## config.mk

```make
export PLATFORM = sky130hd
export DESIGN_NAME = melodic_tension_analyzer_core
export DESIGN_NICKNAME = d
export VERILOG_FILES = /design/src/hw/rtl/mta_pkg.sv /design/src/hw/rtl/mta_div.sv /design/src/hw/rtl/mta_datapath.sv /design/src/hw/rtl/mta_ctrl.sv /design/src/hw/rtl/melodic_tension_analyzer_core.sv
export VERILOG_INCLUDE_DIRS = /design/src /design/src/hw/rtl
export SDC_FILE = /design/constraint.sdc
export NUM_CORES = 1
export LEC_CHECK = 0
export BUFFER_PORTS_ARGS = -buffer_cell sky130_fd_sc_hd__buf_4
export CAP_MARGIN = 10
export CORE_ASPECT_RATIO = 1.5
export CORE_MARGIN = 3
export CORE_UTILIZATION = 60
export CTS_BUF_LIST = sky130_fd_sc_hd__clkbuf_2
export DETAILED_ROUTE_END_ITERATION = 16
export PLACE_DENSITY = 0.87
export SLEW_MARGIN = 20
export SYNTH_ARGS = -nofsm -noshare
export SYNTH_HDL_FRONTEND = slang
export SYNTH_SLANG_ARGS = --single-unit
```

## constraint.sdc

```tcl
create_clock -name i_clk -period 17.1 [get_ports i_clk]
set_input_delay 0.855 -clock i_clk [delete_from_list [all_inputs] [get_ports i_clk]]
set_output_delay 0.855 -clock i_clk [all_outputs]
set_load 0.005 [all_outputs]
```

## src/hw/rtl/melodic_tension_analyzer_core_defines.svh

```systemverilog
// Assertion macros for the melodic tension analyser core.
`ifndef MELODIC_TENSION_ANALYZER_CORE_DEFINES_SVH
`define MELODIC_TENSION_ANALYZER_CORE_DEFINES_SVH

// Same-cycle implication, disabled while reset is low.
`define MTA_ASSERT_IMPLIES(label, clk, rst_n, ante, cons) \
    label: assert property (@(posedge clk) disable iff (!rst_n) (ante) |-> (cons)) \
        else $error("melodic tension analyser: assertion failed");

// Next-cycle implication, disabled while reset is low.
`define MTA_ASSERT_NEXT(label, clk, rst_n, ante, cons) \
    label: assert property (@(posedge clk) disable iff (!rst_n) (ante) |=> (cons)) \
        else $error("melodic tension analyser: assertion failed");

`endif

```

## src/hw/rtl/mta_pkg.sv

```systemverilog
// Shared types, constants and control structs for the melodic tension analyser.
`default_nettype none

package mta_pkg;

    localparam int unsigned NoteW    = 8;
    localparam int unsigned PrevW    = 7;
    localparam int unsigned PcW      = 4;
    localparam int unsigned LevelW   = 3;
    localparam int unsigned FixW     = 21;
    localparam int unsigned IntvW    = 8;
    localparam int unsigned CfgIdxW  = 4;
    localparam int unsigned CfgDataW = 4;
    localparam int unsigned DivNumW  = 21;
    localparam int unsigned DivDenW  = 11;
    localparam int unsigned NumDeg   = 7;

    // register map
    typedef enum logic [CfgIdxW-1:0] {
        REG_TONIC_OFFSET = 4'd0,
        REG_TONIC_PC     = 4'd1,
        REG_SECOND_PC    = 4'd2,
        REG_THIRD_PC     = 4'd3,
        REG_FOURTH_PC    = 4'd4,
        REG_FIFTH_PC     = 4'd5,
        REG_SIXTH_PC     = 4'd6,
        REG_SEVENTH_PC   = 4'd7
    } t_reg_idx;

    localparam logic [CfgDataW-1:0] OffsetReset = 4'd0;
    localparam logic [CfgDataW-1:0] DegreeReset [NumDeg] = '{
        4'd0, 4'd2, 4'd4, 4'd5, 4'd7, 4'd9, 4'd11
    };

    // basic-space levels
    localparam logic [LevelW-1:0] LevelOctave    = 3'd4;
    localparam logic [LevelW-1:0] LevelTriadic   = 3'd3;
    localparam logic [LevelW-1:0] LevelDiatonic  = 3'd2;
    localparam logic [LevelW-1:0] LevelChromatic = 3'd1;

    typedef enum logic [1:0] {
        OP_TENSION,
        OP_RATIO,
        OP_RBI
    } t_div_op;

    typedef struct packed {
        logic    capture;
        logic    prep;
        logic    div_start;
        t_div_op div_op;
        logic    load_out;
    } t_ctrl_cmd;

    typedef struct packed {
        logic div_done;
    } t_dp_status;

endpackage

`default_nettype wire

```

## src/hw/rtl/mta_div.sv

```systemverilog
// Restoring unsigned divider, two quotient bits per cycle.
`default_nettype none

module mta_div (
    input  wire logic                         i_clk,
    input  wire logic                         i_rst_n,
    input  wire logic                         i_start,
    input  wire logic [mta_pkg::DivNumW-1:0]  i_dividend,
    input  wire logic [mta_pkg::DivDenW-1:0]  i_divisor,
    output logic                              o_done,
    output logic [mta_pkg::DivNumW-1:0]       o_quotient
);

    localparam int unsigned PadW  = mta_pkg::DivNumW + 1;
    localparam int unsigned Steps = PadW / 2;
    localparam int unsigned CntW  = $clog2(Steps);
    localparam logic [CntW-1:0] LastStep = CntW'(Steps - 1);
    localparam int unsigned DenW  = mta_pkg::DivDenW;

    logic            r_busy;
    logic            r_done;
    logic [CntW-1:0] r_cnt;
    logic [DenW-1:0] r_rem;
    logic [DenW-1:0] r_den;
    logic [PadW-1:0] r_num;
    logic [PadW-1:0] r_quo;

    logic [DenW:0]   w_t1, w_d1, w_t2, w_d2;
    logic            w_q1, w_q2;
    logic [DenW-1:0] w_rem1, w_rem2;

    always_comb begin
        w_t1   = {r_rem, r_num[PadW-1]};
        w_d1   = w_t1 - {1'b0, r_den};
        w_q1   = (w_t1 >= {1'b0, r_den});
        w_rem1 = w_q1 ? w_d1[DenW-1:0] : w_t1[DenW-1:0];
        w_t2   = {w_rem1, r_num[PadW-2]};
        w_d2   = w_t2 - {1'b0, r_den};
        w_q2   = (w_t2 >= {1'b0, r_den});
        w_rem2 = w_q2 ? w_d2[DenW-1:0] : w_t2[DenW-1:0];
    end

    always_ff @(posedge i_clk) begin
        if (!i_rst_n) begin
            r_busy <= 1'b0;
            r_done <= 1'b0;
            r_cnt  <= '0;
        end else begin
            r_done <= 1'b0;
            if (i_start) begin
                r_busy <= 1'b1;
                r_cnt  <= '0;
            end else if (r_busy) begin
                if (r_cnt == LastStep) begin
                    r_busy <= 1'b0;
                    r_done <= 1'b1;
                end else begin
                    r_cnt <= r_cnt + 1'b1;
                end
            end
        end
    end

    always_ff @(posedge i_clk) begin
        if (i_start) begin
            r_rem <= '0;
            r_den <= i_divisor;
            r_num <= {1'b0, i_dividend};
            r_quo <= '0;
        end else if (r_busy) begin
            r_rem <= w_rem2;
            r_num <= {r_num[PadW-3:0], 2'b00};
            r_quo <= {r_quo[PadW-3:0], w_q1, w_q2};
        end
    end

    assign o_done     = r_done;
    assign o_quotient = r_quo[mta_pkg::DivNumW-1:0];

endmodule

`default_nettype wire

```

## src/hw/rtl/mta_datapath.sv

```systemverilog
// Datapath: config registers, pitch classification, divider operands and result registers.
`default_nettype none

module mta_datapath (
    input  wire logic                              i_clk,
    input  wire logic                              i_rst_n,
    input  wire logic                              i_cfg_we,
    input  wire logic [mta_pkg::CfgIdxW-1:0]       i_cfg_index,
    input  wire logic [mta_pkg::CfgDataW-1:0]      i_cfg_data,
    input  wire logic [mta_pkg::NoteW-1:0]         i_note_number,
    input  wire mta_pkg::t_ctrl_cmd                i_cmd,
    output mta_pkg::t_dp_status                    o_status,
    output logic [mta_pkg::PcW-1:0]                o_pitch_class,
    output logic [mta_pkg::LevelW-1:0]             o_space_level,
    output logic                                   o_closure,
    output logic [mta_pkg::FixW-1:0]               o_tension,
    output logic [mta_pkg::FixW-1:0]               o_level_ratio,
    output logic [mta_pkg::FixW-1:0]               o_ratio_by_interval,
    output logic signed [mta_pkg::IntvW-1:0]       o_interval
);

    localparam int unsigned PrevW = mta_pkg::PrevW;
    localparam int unsigned LvW   = mta_pkg::LevelW;
    localparam int unsigned PcW   = mta_pkg::PcW;
    localparam int unsigned XW    = 9;
    localparam int unsigned PrW   = 17;
    localparam logic [PrW-1:0] Recip12    = 17'd171;
    localparam int unsigned    RecipShift = 11;
    localparam logic [XW-1:0]  TwoOctaves = 9'd24;
    localparam logic [XW-1:0]  Semis      = 9'd12;

    // configuration
    logic [mta_pkg::CfgDataW-1:0] r_tonic_offset;
    logic [mta_pkg::CfgDataW-1:0] r_deg [mta_pkg::NumDeg];
    logic [2:0]                   w_deg_idx;

    // history
    logic [PrevW-1:0] r_prev_note;
    logic [LvW-1:0]   r_prev_level;

    // per-word working registers
    logic [PrevW-1:0]                r_note;
    logic [PcW-1:0]                  r_pc;
    logic [LvW-1:0]                  r_s2, r_s1;
    logic [4:0]                      r_s2sq, r_s1sq;
    logic [PrevW-1:0]                r_span;
    logic [mta_pkg::IntvW-1:0]       r_interval;
    logic [mta_pkg::FixW-1:0]        r_q_tension, r_q_ratio, r_q_rbi;

    logic [mta_pkg::IntvW-1:0] w_interval, w_abs;
    logic [PrevW-1:0]          w_span;
    logic [XW-1:0]             w_x, w_q12, w_rem;
    logic [PrW-1:0]            w_prod;
    logic [3:0]                w_quo;
    logic [PcW-1:0]            w_pc;
    logic [LvW-1:0]            w_s2, w_s1;
    logic [4:0]                w_s2sq, w_s1sq;
    logic [9:0]                w_s1d;
    logic [11:0]               w_s1sqd;
    logic [mta_pkg::DivNumW-1:0] w_num;
    logic [mta_pkg::DivDenW-1:0] w_den;
    logic                        w_div_done;
    logic [mta_pkg::DivNumW-1:0] w_quotient;

    assign w_deg_idx = 3'(i_cfg_index - 4'd1);

    always_ff @(posedge i_clk) begin
        if (!i_rst_n) begin
            r_tonic_offset <= mta_pkg::OffsetReset;
            for (int i = 0; i < mta_pkg::NumDeg; i++) begin
                r_deg[i] <= mta_pkg::DegreeReset[i];
            end
            r_prev_note  <= '0;
            r_prev_level <= mta_pkg::LevelChromatic;
        end else begin
            if (i_cfg_we) begin
                priority if (i_cfg_index == mta_pkg::REG_TONIC_OFFSET) begin
                    r_tonic_offset <= i_cfg_data;
                end else if (i_cfg_index <= mta_pkg::REG_SEVENTH_PC) begin
                    r_deg[w_deg_idx] <= i_cfg_data;
                end else begin
                    // indexes above seven are not mapped
                end
            end
            if (i_cmd.prep) begin
                r_prev_note  <= r_note;
                r_prev_level <= w_s2;
            end
        end
    end

    always_comb begin
        w_interval = {1'b0, r_note} - {1'b0, r_prev_note};
        w_abs      = w_interval[mta_pkg::IntvW-1] ? (8'd0 - w_interval) : w_interval;
        w_span     = (w_abs[PrevW-1:0] == '0) ? 7'd1 : w_abs[PrevW-1:0];

        // true mod 12 via reciprocal: x stays below 152, so the estimate is exact
        w_x     = {2'b00, r_note} + TwoOctaves - {5'b0, r_tonic_offset};
        w_prod  = {8'b0, w_x} * Recip12;
        w_quo   = w_prod[RecipShift+3:RecipShift];
        w_q12   = {5'b0, w_quo} * Semis;
        w_rem   = w_x - w_q12;
        w_pc    = w_rem[PcW-1:0];

        priority if (w_pc == r_deg[0]) begin
            w_s2 = mta_pkg::LevelOctave;
        end else if (w_pc == r_deg[2] || w_pc == r_deg[4]) begin
            w_s2 = mta_pkg::LevelTriadic;
        end else if (w_pc == r_deg[1] || w_pc == r_deg[3] ||
                     w_pc == r_deg[5] || w_pc == r_deg[6]) begin
            w_s2 = mta_pkg::LevelDiatonic;
        end else begin
            w_s2 = mta_pkg::LevelChromatic;
        end

        w_s1   = (r_prev_level == '0) ? mta_pkg::LevelChromatic : r_prev_level;
        w_s2sq = {2'b00, w_s2} * {2'b00, w_s2};
        w_s1sq = {2'b00, w_s1} * {2'b00, w_s1};
    end

    always_ff @(posedge i_clk) begin
        if (i_cmd.capture) begin
            r_note <= i_note_number[7] ? '0 : i_note_number[PrevW-1:0];
        end
        if (i_cmd.prep) begin
            r_pc       <= w_pc;
            r_s2       <= w_s2;
            r_s1       <= w_s1;
            r_s2sq     <= w_s2sq;
            r_s1sq     <= w_s1sq;
            r_span     <= w_span;
            r_interval <= w_interval;
        end
    end

    // divider operands
    always_comb begin
        w_s1d   = {7'b0, r_s1} * {3'b0, r_span};
        w_s1sqd = {7'b0, r_s1sq} * {5'b0, r_span};
        unique case (i_cmd.div_op)
            mta_pkg::OP_RATIO: begin
                w_num = {r_s2sq, 16'b0};
                w_den = {6'b0, r_s1sq};
            end
            mta_pkg::OP_RBI: begin
                w_num = {r_s2sq, 16'b0};
                w_den = w_s1sqd[mta_pkg::DivDenW-1:0];
            end
            default: begin
                w_num = {2'b00, r_s2, 16'b0};
                w_den = {1'b0, w_s1d};
            end
        endcase
    end

    mta_div u_div (
        .i_clk      (i_clk),
        .i_rst_n    (i_rst_n),
        .i_start    (i_cmd.div_start),
        .i_dividend (w_num),
        .i_divisor  (w_den),
        .o_done     (w_div_done),
        .o_quotient (w_quotient)
    );

    always_ff @(posedge i_clk) begin
        if (w_div_done) begin
            unique case (i_cmd.div_op)
                mta_pkg::OP_RATIO: r_q_ratio   <= w_quotient;
                mta_pkg::OP_RBI:   r_q_rbi     <= w_quotient;
                default:           r_q_tension <= w_quotient;
            endcase
        end
        if (i_cmd.load_out) begin
            o_pitch_class       <= r_pc;
            o_space_level       <= r_s2;
            o_closure           <= (r_s2 >= r_s1);
            o_tension           <= r_q_tension;
            o_level_ratio       <= r_q_ratio;
            o_ratio_by_interval <= r_q_rbi;
            o_interval          <= r_interval;
        end
    end

    assign o_status.div_done = w_div_done;

endmodule

`default_nettype wire

```

## src/hw/rtl/mta_ctrl.sv

```systemverilog
// Controller: sequences capture, classification, three divisions and the output register.
`default_nettype none

module mta_ctrl (
    input  wire logic                 i_clk,
    input  wire logic                 i_rst_n,
    input  wire logic                 i_valid,
    output logic                      o_ready,
    output logic                      o_valid,
    input  wire logic                 i_ready,
    output mta_pkg::t_ctrl_cmd        o_cmd,
    input  wire mta_pkg::t_dp_status  i_status
);

    typedef enum logic [2:0] {
        S_IDLE,
        S_PREP,
        S_DIV_T,
        S_DIV_R,
        S_DIV_B,
        S_HOLD
    } t_state;

    t_state           r_state;
    logic             r_out_valid;
    logic             r_div_start;
    mta_pkg::t_div_op r_div_op;
    logic             w_out_free;

    always_comb begin
        o_ready         = (r_state == S_IDLE);
        w_out_free      = !r_out_valid || i_ready;
        o_cmd.capture   = i_valid && o_ready;
        o_cmd.prep      = (r_state == S_PREP);
        o_cmd.div_start = r_div_start;
        o_cmd.div_op    = r_div_op;
        o_cmd.load_out  = (r_state == S_HOLD) && w_out_free;
    end

    always_ff @(posedge i_clk) begin
        if (!i_rst_n) begin
            r_state     <= S_IDLE;
            r_out_valid <= 1'b0;
            r_div_start <= 1'b0;
            r_div_op    <= mta_pkg::OP_TENSION;
        end else begin
            r_div_start <= 1'b0;
            if (o_cmd.load_out) begin
                r_out_valid <= 1'b1;
            end else if (i_ready) begin
                r_out_valid <= 1'b0;
            end
            unique case (r_state)
                S_IDLE: begin
                    if (o_cmd.capture) r_state <= S_PREP;
                end
                S_PREP: begin
                    r_state     <= S_DIV_T;
                    r_div_start <= 1'b1;
                    r_div_op    <= mta_pkg::OP_TENSION;
                end
                S_DIV_T: begin
                    if (i_status.div_done) begin
                        r_state     <= S_DIV_R;
                        r_div_start <= 1'b1;
                        r_div_op    <= mta_pkg::OP_RATIO;
                    end
                end
                S_DIV_R: begin
                    if (i_status.div_done) begin
                        r_state     <= S_DIV_B;
                        r_div_start <= 1'b1;
                        r_div_op    <= mta_pkg::OP_RBI;
                    end
                end
                S_DIV_B: begin
                    if (i_status.div_done) r_state <= S_HOLD;
                end
                S_HOLD: begin
                    // waits only while the previous word is still unread
                    if (w_out_free) r_state <= S_IDLE;
                end
                default: r_state <= S_IDLE;
            endcase
        end
    end

    assign o_valid = r_out_valid;

endmodule

`default_nettype wire

```

## src/hw/rtl/melodic_tension_analyzer_core.sv

```systemverilog
// Melodic tension analyser top level: controller, datapath and port assertions.
// Each word passes through classification, then three divisions in one shared divider
// that resolves two quotient bits a cycle.
// No new word is taken while one is in flight; one is taken while the last result waits.
// Reset (synchronous, active low) restores the register reset values, previous note 0
// and previous level 1, and empties the output register.
`default_nettype none
`include "melodic_tension_analyzer_core_defines.svh"

module melodic_tension_analyzer_core (
    input  wire logic                              i_clk,
    input  wire logic                              i_rst_n,
    input  wire logic                              i_valid,
    output logic                                   o_ready,
    input  wire logic [mta_pkg::NoteW-1:0]         i_note_number,
    output logic                                   o_valid,
    input  wire logic                              i_ready,
    output logic [mta_pkg::PcW-1:0]                o_pitch_class,
    output logic [mta_pkg::LevelW-1:0]             o_space_level,
    output logic                                   o_closure,
    output logic [mta_pkg::FixW-1:0]               o_tension,
    output logic [mta_pkg::FixW-1:0]               o_level_ratio,
    output logic [mta_pkg::FixW-1:0]               o_ratio_by_interval,
    output logic signed [mta_pkg::IntvW-1:0]       o_interval,
    input  wire logic                              i_cfg_we,
    input  wire logic [mta_pkg::CfgIdxW-1:0]       i_cfg_index,
    input  wire logic [mta_pkg::CfgDataW-1:0]      i_cfg_data
);

    mta_pkg::t_ctrl_cmd  w_cmd;
    mta_pkg::t_dp_status w_status;

    mta_ctrl u_ctrl (
        .i_clk    (i_clk),
        .i_rst_n  (i_rst_n),
        .i_valid  (i_valid),
        .o_ready  (o_ready),
        .o_valid  (o_valid),
        .i_ready  (i_ready),
        .o_cmd    (w_cmd),
        .i_status (w_status)
    );

    mta_datapath u_dp (
        .i_clk               (i_clk),
        .i_rst_n             (i_rst_n),
        .i_cfg_we            (i_cfg_we),
        .i_cfg_index         (i_cfg_index),
        .i_cfg_data          (i_cfg_data),
        .i_note_number       (i_note_number),
        .i_cmd               (w_cmd),
        .o_status            (w_status),
        .o_pitch_class       (o_pitch_class),
        .o_space_level       (o_space_level),
        .o_closure           (o_closure),
        .o_tension           (o_tension),
        .o_level_ratio       (o_level_ratio),
        .o_ratio_by_interval (o_ratio_by_interval),
        .o_interval          (o_interval)
    );

    // a word in flight blocks the input side
    `MTA_ASSERT_NEXT(a_busy_after_accept, i_clk, i_rst_n, i_valid && o_ready, !o_ready)
    `MTA_ASSERT_IMPLIES(a_level_range, i_clk, i_rst_n, o_valid, (o_space_level != 3'd0) && (o_space_level <= 3'd4))
    `MTA_ASSERT_IMPLIES(a_pc_range, i_clk, i_rst_n, o_valid, o_pitch_class < 4'd12)
    // smallest squared ratio is 1/16
    `MTA_ASSERT_IMPLIES(a_ratio_floor, i_clk, i_rst_n, o_valid, o_level_ratio >= 21'd4096)

endmodule

`default_nettype wire
```

==> results.yml, run 1 <==
worst_hold_path:
  hold-path-endpoint: "u_dp.r_deg[6][1]"
  hold_depth: 3
  hold_class: "in2reg"
  worstHoldStart: "i_cfg_data[1]"
logic_synthesis:
  synth_area_leaders: "edfxtp_1 (46%), ha_1 (9.6%), dfxtp_1 (8.9%), fa_1 (4.5%), inv_1 (3.7%)"
  ys.flop_type: "edfxtp_1"
  async_reset_ff_share_pct: 0
  synth_top_cell_by_area: "edfxtp_1"
  synth_cell_types: 68
  syn_inst: 1187
  synth_area_sq_um: 14400
  synth_most_common_cell: "edfxtp_1"
  yosysTopAreaCellShare_pct: 46.0
  synth-edff-count: 220
  synth_commonest_cells: "edfxtp_1 (220), inv_1 (141), ha_1 (110)"
  synth_seq_cells: 284
  synth_area_per_cell_sq_um: 12.1
  synth-seq-area-share_pct: 54.9
  ys_warn_count: 0
floorplan:
  die_h_um: 196
  rows: 68
  start_util_pct: 61.7
  die_w_um: 132
  core_sq_um: 23300
  io_pins: 102
  die_area_sq_um: 25900
timing:
  fin_crit_sh_pct: 41.9
  setup-tns-final_ns: 0
  fin_crit_ns: 7.16
  rsz0062_at_grt: "no"
  worst_slew_pin_slew_ns: 1.04
  setup_viol: 0
  fmax_mhz: 140
  finClkSkew_ns: 0.0768
  report.final.hold_viol_count: 0
  slew_viol_final: 0
  slew_headroom_pct: 31.0
place:
  numPortBuffers: 101
  hpwlAfterDp_um: 20000
  gp_congestion: 0.927
power:
  power.density_nw_per_um2: 169
  power_frac_seq_pct: 32.5
  power.leakage_nw: 6.75
  power.switching_w: 0.00107
  max-vdd-ir-drop_mv: 0.181
  p_clk_share_pct: 14.5
  switching_share_pct: 39.7
  pwr-share-comb_pct: 53.0
  p_int_w: 0.00163
clock_tree:
  postCtsHoldBufs: 0
  cts_setup_buffers: 0
  clock_path_buffers: 3
  cts-resized-gates: 0
  numCtsBuffers: 61
  htreeDepth: 2
  cts_tree: "done"
  clk_pin_slew_ns: 0.10
  cts_sinks: 284
  root_buffer: "clkbuf_2"
  clk_latency_ns: 0.88
detailed_routing:
  wirelength_um: 26200
  drc_errors: 0
  ant_nets: 0
  num_vias: 9095
  wire_per_inst_um: 15.5
  drt_iter0_drc: 430
  viasPerCell: 5.36
  first_pass_iters: 5
setup_path:
  worst-r2r-setup-slack_ns: 9.94
  critPathKind: "reg2reg"
  cp_max_fo: 6
  timing.rr.end: "u_dp.r_prev_level[1]"
  cp-start-kind: "flop"
  crit_path_end_kind: "flop"
  r2r_start: "u_dp.r_note[1]"
  arrival_ns: 7.91
  crit_required_ns: 17.86
  worstRegToRegCells: 23
finish:
  finish.utilization_pct: 68.8
  syn_to_final_growth_pct: 11.6
  final_nets: 1493
  fillCellCount: 1732
  layout-drive-gt1-share_pct: 17.1
global_routing:
  grt_pass1_wl_um: 43600
  grtUsageTotal_pct: 20.8
  grt_start_max_net_pins: 72
  gr-total-overflow: 0
  antenna_found_initial: 1
  grt_pass1_vias: 9468
run_status:
  outcome: "completed"
flow_run:
  max_cap_violations: 0
## metal layers
metal  vias up  routed length [um]  global-route usage (%)
met5         -                   0                       0
met4         0                1160                    11.3
met3        78                1020                    3.30
met2       243               14900                    41.1
met1      4333                9180                    20.0
li1       4441                   -                       -
## logic make-up (layout without fill, tap and decap cells)
group | after synthesis | count (layout) | synth area share [%]
AND/OR/NAND/NOR | 300 | 300 | 10.3
flip-flops | 284 | 284 | 54.9
buffers and inverters | 171 | 363 | 4.47
AO/OA/AOI/OAI | 161 | 161 | 7.66
adder cells (fa/ha/maj) | 142 | 142 | 14.0
XOR/XNOR | 79 | 79 | 5.14
multiplexers | 48 | 48 | 3.45
other | 2 | 6 | 0.0522
## power by group through the flow
stage                     Clock (W)  Combinational (W)  Sequential [W]
final                      0.000394            0.00143        0.000881
after global routing       0.000441            0.00160        0.000887
after CTS                  0.000411            0.00144        0.000881
after detailed placement          0            0.00142        0.000897
after global placement            0            0.00136        0.000894
after floorplan                   0            0.00117        0.000880
## layout by cell type (no fill, tap or decap), types with 36 or more instances in the layout
master,n
edfxtp_1,220
inv_1,141
ha_1,110
buf_4,106
nand2_1,90
clkbuf_2,89
nor2_1,67
dfxtp_1,64
xnor2_1,47
mux2i_1,36
## worst max-delay path, cell delays in order (launching register included)
cell and delay [ns]:
edfxtp_1 0.47, ha_1 0.33, ha_1 0.23, fa_1 0.42, xor2_1 0.43, ha_1 0.36
fa_1 0.51, fa_1 0.55, inv_1 0.05, fa_1 0.53, inv_1 0.04, ha_1 0.18
or3_1 0.39, nor3_1 0.29, a21o_1 0.19, xnor2_1 0.07, ha_1 0.19, xnor2_1 0.19
xnor2_1 0.16, xnor3_2 0.40, xnor3_1 0.40, nor4_4 0.34, nor3_2 0.12, a31o_1 0.24
## registers in the layout (all words and copies together) (netlist names), 11 cells and up
signal and cells:
u_dp.r_q_ratio 21, u_dp.o_tension 21, u_dp.u_div.r_rem 11, u_dp.r_q_rbi 21
u_dp.o_ratio_by_interval 21, u_dp.r_q_tension 21, u_dp.u_div.r_quo 21, u_dp.o_level_ratio 21
u_dp.u_div.r_den 11, u_dp.r_deg 28
## area by class of cell
class | instances | area (sq um) | share of cell area (%)
diodes | 1 | 2.50 | 0.0156
clock buffers | 89 | 445 | 2.78
clock inverters | 26 | 119 | 0.741
inverters | 142 | 533 | 3.32
multi-input cells | 735 | 5870 | 36.6
flip-flops and latches | 284 | 7890 | 49.2
well taps | 315 | 394 | 2.46
repair buffers | 106 | 796 | 4.96
## stage by stage
step	std cells	total power, W	cell area [sq um]	hold slack, ns	setup slack, ns
CTS	1697	0.00273	16000	0.193	9.89
finish	1698	0.00271	16000	0.282	9.94
detailed placement	1582	0.00232	15500	0.405	9.95
global placement	1582	0.00226	15500	0.400	10.11
floorplan	1190	0.00205	14400	0.400	10.46
global route	1698	0.00293	16000	0.223	9.55
## worst max path at each step
stage	from	to	slack (ns)
after detailed placement	u_dp.r_note[1]	u_dp.r_prev_level[1]	9.95
final	u_dp.r_note[1]	u_dp.r_prev_level[1]	9.94
after CTS	u_dp.r_note[1]	u_dp.r_prev_level[1]	9.89
after floorplan	u_dp.r_note[1]	u_dp.r_prev_level[1]	10.46
after global routing	u_dp.r_note[1]	u_dp.r_prev_level[1]	9.55
after global placement	u_dp.r_note[1]	u_dp.r_prev_level[1]	10.11
Power figures use the tool's default switching activity.
==> inputs of run 2 (changes only) <==
==> constraint.sdc (replaced) <==
create_clock -name i_clk -period 7.27 [get_ports i_clk]
set_input_delay 0.3635 -clock i_clk [delete_from_list [all_inputs] [get_ports i_clk]]
set_output_delay 0.3635 -clock i_clk [all_outputs]
set_load 0.005 [all_outputs]
==> results.yml, run 2 (same netlist as run 1, synthesis figures left out) <==
finish:
  largest_register: "u_dp.r_deg"
  mostFrequentLayoutCells: "edfxtp_1 (220), inv_1 (141), ha_1 (110), buf_4 (110), nand2_1 (90)"
  syn_to_final_growth_pct: 14.4
  largest_reg_flops: 28
  fin_area_sq_um: 16400
  final_nets: 1523
  fillCellCount: 1699
  layout_commonest_cell: "edfxtp_1"
  stdcell_count: 1725
  layout-drive-gt1-share_pct: 17.2
setup_path:
  arrival_ns: 7.64
  cp_max_fo: 6
  cp-start-kind: "flop"
  crit_required_ns: 8.00
  crit_path_end_kind: "flop"
  critPathKind: "reg2reg"
place:
  post-place-cells: 1583
  numPortBuffers: 101
  gp_congestion: 0.904
  hpwlAfterDp_um: 19500
  placed_cell_area_sq_um: 15500
  pre_cts_slack_ns: 0.139
timing:
  fmax_mhz: 145
  report.final.hold_viol_count: 0
  fin_crit_sh_pct: 95.0
  setup_slack_ns: 0.364
  whs_ns: 0.103
  worst_slew_pin_slew_ns: 1.06
  finClkSkew_ns: 0.0446
  slew_headroom_pct: 29.5
  fin_crit_ns: 6.91
  setup_viol: 0
  slew_viol_final: 0
  setup-tns-final_ns: 0
detailed_routing:
  num_vias: 9154
  ant_nets: 0
  drc_errors: 0
  wire_per_inst_um: 15.2
  wirelength_um: 26200
  first_pass_iters: 5
  viasPerCell: 5.31
  drt_iter0_drc: 403
global_routing:
  grt_pass1_vias: 9507
  antenna_found_initial: 1
  grt_pass1_wl_um: 43600
  grt_start_max_net_pins: 78
  gr-total-overflow: 0
  grtUsageTotal_pct: 20.7
clock_tree:
  clk_pin_slew_ns: 0.11
  cts_tree: "done"
  numCtsBuffers: 60
  clk_latency_ns: 0.86
  root_buffer: "clkbuf_2"
  cts_sinks: 284
  clock_path_buffers: 3
  htreeDepth: 2
floorplan:
  core_sq_um: 23300
  die_h_um: 196
  die_w_um: 132
  die_area_sq_um: 25900
  rows: 68
  io_pins: 102
  start_util_pct: 61.7
power:
  power.leakage_nw: 6.95
  power.density_nw_per_um2: 397
  max-vdd-ir-drop_mv: 0.423
flow_run:
  max_cap_violations: 0
run_status:
  outcome: "completed"
worst_hold_path:
  hold_class: "in2reg"
[run 2: area by class of cell]
| cell class | instances | area, sq um | area share (%) |
|---|---|---|---|
| multi-input combinational | 735 | 5910 | 35.9 |
| sequential | 284 | 7890 | 48.0 |
| antenna | 1 | 2.50 | 0.0152 |
| tap | 315 | 394 | 2.40 |
| inverter | 142 | 533 | 3.24 |
| timing repair buffer | 137 | 1100 | 6.67 |
| clock inverter | 24 | 185 | 1.13 |
| clock buffer | 87 | 435 | 2.65 |
[run 2: through the flow]
stage                     utilization (%)  power, W
after floorplan                         -   0.00482
after global placement               66.4   0.00530
after detailed placement             66.4   0.00546
after CTS                            70.2   0.00650
after global routing                 70.5   0.00710
final                                70.5   0.00652
[run 2: per-layer routing]
layer  part of all wire (%)  track usage [%]  vias to the layer above
met2                     56             41.2                      226
met4                    4.5             10.5                        0
met5                      0                0                        -
li1                       -                -                     4506
met3                    3.7             3.56                       74
met1                     35             19.8                     4348
[run 2: final timing paths]
path	startpoint	to	slack [ns]	depth (start not counted)
worst max-delay path	u_dp.r_note[1]	u_dp.r_prev_level[1]	0.36	25
worst min-delay path	i_cfg_we	u_dp.r_deg[5][2]	0.10	3
worst max register to register	u_dp.r_note[1]	u_dp.r_prev_level[1]	0.36	25
worst min register to register	u_dp.r_q_rbi[18]	u_dp.o_ratio_by_interval[18]	0.41	0
[run 2: repair_timing]
action	in CTS	in global routing
setup endpoints to repair	0	8
gates resized for setup	0	6
buffers inserted	0	3
hold buffers	27	0
endpoints found under the hold margin	70	0
[run 2: worst max-delay path, stage by stage (launching register included)]
cell      delay, ns
edfxtp_1       0.41
ha_1           0.31
ha_1           0.23
fa_1           0.45
a211oi_2       0.32
nor2_1         0.14
xnor2_2        0.24
fa_1           0.49
fa_1           0.55
inv_1          0.06
fa_1           0.53
inv_1          0.05
ha_1           0.19
or3_1          0.42
nor3_2         0.18
a21o_1         0.16
xnor2_1        0.06
ha_1           0.19
xnor2_1        0.19
xnor2_1        0.16
xnor3_2        0.38
xnor3_1        0.41
nor4_4         0.22
buf_4          0.18
nor3_2         0.05
a31o_1         0.21
[run 2: where the power goes]
part	switching (W)	internal, W	total [W]
combinational	0.00185	0.00158	0.00343
clock	0.000581	0.000435	0.00102
sequential	0.0000925	0.00198	0.00207
